**src/rtl/core/glmf_pkg.sv**
```systemverilog
// ----------------------------------------------------------------------------
// glmf_pkg
// shared types and constants of the grid local maximum finder
// ----------------------------------------------------------------------------
package glmf_pkg;

    localparam int ROW_BITS       = 12;
    localparam int COL_BITS       = 8;
    localparam int CFG_INDEX_BITS = 2;
    localparam int CFG_DATA_BITS  = 12;

    localparam logic [ROW_BITS-1:0] ROWS_AT_RESET = 12'd3;
    localparam logic [COL_BITS-1:0] COLS_AT_RESET = 8'd3;

    typedef enum logic [CFG_INDEX_BITS-1:0] {
        CFG_ROW_COUNT    = 2'd0,
        CFG_COLUMN_COUNT = 2'd1
    } t_cfg_index;

    typedef struct packed {
        logic shift;
        logic load_tail;
    } t_cell_ctrl;

endpackage

```
**src/rtl/core/glmf_cell.sv**
```systemverilog
// ----------------------------------------------------------------------------
// glmf_cell
// one sample cell of a line chain, loads the tail sample or its neighbor
// ----------------------------------------------------------------------------
module glmf_cell
    import glmf_pkg::*;
#(
    parameter int WIDTH = 16
) (
    input  logic             i_clk,
    input  t_cell_ctrl       i_ctrl,
    input  logic [WIDTH-1:0] i_tail,
    input  logic [WIDTH-1:0] i_next,
    output logic [WIDTH-1:0] o_q
);

    logic [WIDTH-1:0] r_q;
    logic [WIDTH-1:0] n_q;

    assign n_q = i_ctrl.load_tail ? i_tail : i_next;

    always_ff @(posedge i_clk) begin
        if (i_ctrl.shift) begin
            r_q <= n_q;
        end
    end

    assign o_q = r_q;

endmodule

```
**src/rtl/core/glmf_line.sv**
```systemverilog
// ----------------------------------------------------------------------------
// glmf_line
// line delay built as a chain of cells, delay set by the column count
// ----------------------------------------------------------------------------
module glmf_line
    import glmf_pkg::*;
#(
    parameter int WIDTH = 16,
    parameter int DEPTH = 128
) (
    input  logic                i_clk,
    input  logic                i_shift,
    input  logic [COL_BITS-1:0] i_len,
    input  logic [WIDTH-1:0]    i_tail,
    output logic [WIDTH-1:0]    o_head,
    output logic [WIDTH-1:0]    o_second
);

    logic [WIDTH-1:0] w_q [DEPTH];

    for (genvar k = 0; k < DEPTH; k++) begin : g_cell
        t_cell_ctrl       w_ctrl;
        logic [WIDTH-1:0] w_next;

        assign w_ctrl.shift     = i_shift;
        assign w_ctrl.load_tail = (i_len == COL_BITS'(k + 1));

        if (k == DEPTH - 1) begin : g_end
            assign w_next = i_tail;
        end else begin : g_mid
            assign w_next = w_q[k+1];
        end

        glmf_cell #(
            .WIDTH(WIDTH)
        ) u_cell (
            .i_clk (i_clk),
            .i_ctrl(w_ctrl),
            .i_tail(i_tail),
            .i_next(w_next),
            .o_q   (w_q[k])
        );
    end

    assign o_head   = w_q[0];
    assign o_second = w_q[1];

endmodule

```
**config.mk**
```make
export PLATFORM = sky130hd
export DESIGN_NAME = glmf_line
export DESIGN_NICKNAME = d
export VERILOG_FILES = /design/src/rtl/core/glmf_pkg.sv /design/src/rtl/core/glmf_cell.sv /design/src/rtl/core/glmf_line.sv
export SDC_FILE = /design/constraint.sdc
export NUM_CORES = 2
export LEC_CHECK = 0
export ABC_AREA = 1
export BUFFER_PORTS_ARGS = -buffer_cell sky130_fd_sc_hd__buf_2
export CORE_MARGIN = 3
export CORE_UTILIZATION = 55
export DETAILED_ROUTE_END_ITERATION = 16
export PLACE_DENSITY = 0.71
export SYNTH_ARGS = -nofsm -noshare
export SYNTH_HDL_FRONTEND = slang
export SYNTH_SLANG_ARGS = --single-unit
export TNS_END_PERCENT = 100
```
**constraint.sdc**
```tcl
create_clock -name i_clk -period 2.05 [get_ports i_clk]
set_input_delay 0.3075 -clock i_clk [delete_from_list [all_inputs] [get_ports i_clk]]
set_output_delay 0.3075 -clock i_clk [all_outputs]
set_load 0.005 [all_outputs]
```
## Word level (Yosys, flattened, before mapping)

Cells that the tools add are included.

- Bitwise logic cells: 0
- Multiply operators: 0
- Shift operators: 0
- Reduce and logical (&&, ||, !) cells: 0
- Muxes and demuxes: 127
- Divide/modulo/power cells: 0
- Equal/unequal tests: 127
- Add/subtract/negate cells: 0
- $lt $le $gt $ge: 0

Operators by type and width:

| cell | count |
|---|---|
| two-way mux 16 bit | 127 |
| equality test 8 x 7 -> 1 bit, second input constant | 64 |
| equality test 8 x 6 -> 1 bit, second input constant | 32 |
| equality test 8 x 5 -> 1 bit, second input constant | 16 |
| equality test 8 x 4 -> 1 bit, second input constant | 8 |
| equality test 8 x 3 -> 1 bit, second input constant | 4 |
| equality test 8 x 2 -> 1 bit, second input constant | 2 |
| equality test 8 x 1 -> 1 bit, second input constant | 1 |

- Memories: 0
- Logic and storage cells: 382
- Register bits after elaboration: 2048
- Memory bits (writable): 0
- Output and inout port bits: 32
- Bits in latches: 0
- Memory bits (read-only): 0

## Longest topological paths before layout

- Depth after elaboration: 2
- Depth in mapped cells: 8
- Gate-level depth less buffers: 6

## Cells and area by module

Synthesis repeated with hierarchy kept, for this count alone.

- Cell total of the unflattened synthesis: 8889
- Area total of the unflattened synthesis: 93515.9 µm²

Modules (own cells, without submodules):

| module | cells each | times used | area an instance (µm²) |
|---|---|---|---|
| glmf_cell | 68 | 128 | 724.4 |
| glmf_line | 185 | 1 | 787.0 |

## Least setup slack after synthesis

No wires, ideal clock.

- Path type: in2reg
- From: input i_len[1]
- To: register g_cell[100].u_cell.r_q[10] (data pin)
- Library setup time: 0.253 ns
- Stages: 7
- Path buffers: 1
- Setup slack: 0.540 ns
- Arrival: 1.257 ns
- Cell sequence: inv_1 > nand2_1 > nor2_2 > nand2_1 > buf_2 > nand2_1 > nand2_1

- Longest elaborated chain between the ends: 2

RTL lines:

| what | RTL line | source |
|---|---|---|
| from (decl) | glmf_line.sv:13 | `input logic [COL_BITS-1:0] i_len,` |
| equality test 8 x 7 -> 1 bit | glmf_line.sv:26 | `assign w_ctrl.load_tail = (i_len == COL_BITS'(k + 1));` |
| two-way mux 16 bit | glmf_cell.sv:20 | `assign n_q = i_ctrl.load_tail ? i_tail : i_next;` |
| via g_cell[100].u_cell.n_q[10] | glmf_cell.sv:18 | `logic [WIDTH-1:0] n_q;` |
| to (signal assigned) | glmf_cell.sv:24 | `r_q <= n_q;` |
| to (decl) | glmf_cell.sv:17 | `logic [WIDTH-1:0] r_q;` |

The timed path passes the listed nets, and every way through them passes these cells.
A chain may end at the register's enable or synchronous reset.

## Final worst setup path

- From: register g_cell[1].u_cell.r_q[4]
- To: output o_second[4]

RTL lines:

| what | RTL line | source |
|---|---|---|
| from (decl) | glmf_cell.sv:17 |  |
| from (signal assigned) | glmf_cell.sv:24 |  |
| to (decl) | glmf_line.sv:16 | `output logic [WIDTH-1:0] o_second` |

No word-level cell between the ends.

==> flow_summary_export.csv <==
group,metric,value,unit
status,outcome,"complete, no violations",
clocking,cts_tree,"built",
power,p_sw,21.0,mW
timing,fmax,0.578,GHz
yosys,yosysSeqAreaShare,66.8,%
critical_path,slowest_delay,0.42,ns
yosys,synth_cell_types,11,
critical_path,critPathBufInv,1,
timing,finalHoldViolations,0,
power,ir_drop,0.750,mV
timing,fin_tns_setup,0,ns
critical_path,crit_fanout,2,
yosys,ys_ff_latch,2048,
final_layout,nNetsFinal,9204,
flow_run,maxCapViolCount,0,
placed_design,hpwlAfterDp,149000,microns
power,clkPwrFrac,39.3,%
yosys,synth_top_area_share,66.8,%
floorplanning,start_util,55.6,%
critical_path,worst_setup_path_start_kind,"register",
clocking,clock-sinks,2048,
min_path,hold_class,"in -> reg",
yosys,syn-num-nets,9155,
yosys,synth_top_area_cell,"edfxtp_1",
timing,min_period_over_period,84.3,%
clocking,cts_resized,0,
placed_design,gp_congestion,0.890,
clocking,cts_buffers,203,
critical_path,path_cells,"buf_2",
power,power_frac_comb,6.5,%
floorplanning,die-width,415,microns
critical_path,path_class,"reg -> out",
drt,drtIter0Drc,9129,
critical_path,cp-end-kind,"primary output",
power,total_power,91.5,mW
power,power_frac_seq,54.3,%
final_layout,drive_gt1_share,10.1,%
drt,drtPass1Iterations,7,
clocking,clkLatencyLatePin,0.84,ns
final_layout,design_area,104000,sq um
floorplanning,pin_count,58,
final_layout,largest_reg_flops,2048,
yosys,avgSynthCellArea,10.1,sq um
power,p_sw_share,23.0,%
global_routing,grt_usage,27.5,%
timing,finClkSkew,0.0414,ns
timing,slew_headroom,48.9,%
drt,vias_per_cell,5.89,
global_routing,grt_overflow,0,
critical_path,critPathRequiredTime,1.74,ns
timing,final-setup-viol-count,0,
placed_design,placed_area,97100,sq um
clocking,root_buffer,"clkbuf_16",
drt,drtAntennaViolNets,0,
timing,fin_crit,1.73,ns
final_layout,area_delta_synth_final,12.4,%
placed_design,post-place-cells,11153,
floorplanning,dieArea,172000,sq um
yosys,netlist_area,92100,sq um
yosys,synth_cells,9129,
timing,worst_pin_slew,0.767,ns
critical_path,worstPathArrival,1.42,ns
critical_path,critPathSlowestCell,"edfxtp_1",
final_layout,mostFrequentLayoutCell,"nand2_1",
global_routing,grt_max_degree,85,
floorplanning,die_h,415,microns
global_routing,grt_pass1_vias,64464,
power,p_int,70.5,mW
final_layout,instances_no_fill,11530,
power,power.static_leakage,43.8,nW
drt,drc_errors,0,
critical_path,cp_top_family,"flip-flops",
clocking,cts.htree.levels,4,
drt,wl_per_cell,20.9,microns
clocking,path_clk_slew,0.06,ns
floorplanning,core_area,166000,sq um
yosys,ys_top_cells_by_area,"edfxtp_1 67%, nand2_1 17%, nand3_1 11%, buf_2 2.0%, buf_4 1.4%",
drt,wirelength,241000,microns
timing,maxSlewViolCount,0,
drt,vias,67902,
clocking,clockBufferDepth,3,
placed_design,port-buffer-count,57,
final_layout,final_cell_mix,"4205 x nand2_1, 2048 x edfxtp_1, 2032 x nand3_1",
yosys,yosys_warnings,0,
global_routing,antenna_found_initial,2,
power,power_density,884,nW/um^2
timing,rsz0062_at_grt,"false",
floorplanning,rows,149,
global_routing,grt_pass1_wl,373000,microns
-- power groups by stage --
| stage | logic (mW) | registers [mW] | clock network (mW) |
|---|---|---|---|
| floorplan | 2.88 | 50.2 | 0 |
| CTS | 5.87 | 49.7 | 36.3 |
| finish | 5.93 | 49.6 | 35.9 |
| detailed placement | 5.83 | 50.5 | 0 |
| global route | 6.45 | 49.8 | 38.0 |
| global placement | 5.68 | 50.5 | 0 |
-- kinds of logic after synthesis --
| logic type | after synthesis | share of synthesized area, % |
|---|---|---|
| simple gates | 6261 | 28.3 |
| flops | 2048 | 66.8 |
| buf+inv | 820 | 4.92 |
-- final timing paths --
kind                                           startpoint                        end  slack (ns)  cells after the start
worst max-delay path              g_cell[1].u_cell.o_q[4]                o_second[4]        0.32                      1
worst min-delay path                           i_tail[15]  g_cell[66].u_cell.o_q[15]        0.06                      3
worst max register to register  g_cell[46].u_cell.o_q[13]  g_cell[45].u_cell.o_q[13]        1.11                      2
worst min register to register  g_cell[43].u_cell.o_q[10]  g_cell[42].u_cell.o_q[10]        0.48                      2
-- routing by layer --
layer  GRT usage, %  share of wire, %  wire length, microns
met4           11.3               4.0                  9600
met2           44.5                48                115000
met5              0                 0                     0
met3           4.69               9.4                 22600
met1           37.3                39                 93700
-- cells in the mapped netlist, drive strengths merged --
master,instances
buf,652
clkbuf,160
edfxtp,2048
inv,8
nand2,4205
nand3,2032
nor2,24
-- area by class of cell --
| type | instances | area (sq um) |
|---|---|---|
| fill | 12682 | 62200 |
| antenna | 2 | 5.00 |
| clock inverter | 125 | 998 |
| timing repair buffer | 656 | 6730 |
| sequential | 2048 | 61500 |
| tap | 2189 | 2740 |
| inverter | 8 | 30.0 |
| multi-input combinational | 6261 | 26200 |
| clock buffer | 241 | 5290 |
-- stage by stage --
stage	hold WS (ns)	worst slack, ns	utilization (%)
final	0.0609	0.321	62.5
after global routing	0.0341	0.277	62.5
after CTS	0.00338	0.273	62.5
after detailed placement	0.494	-0.171	58.6
after global placement	0.489	-0.125	58.6
after floorplan	0.406	0.540	-
-- what timing repair did --
action,CTS,global route
hold buffers,9,0
setup buffers,0,0
hold endpoints to repair,135,0
No activity file was read; power rests on OpenSTA's default activity.
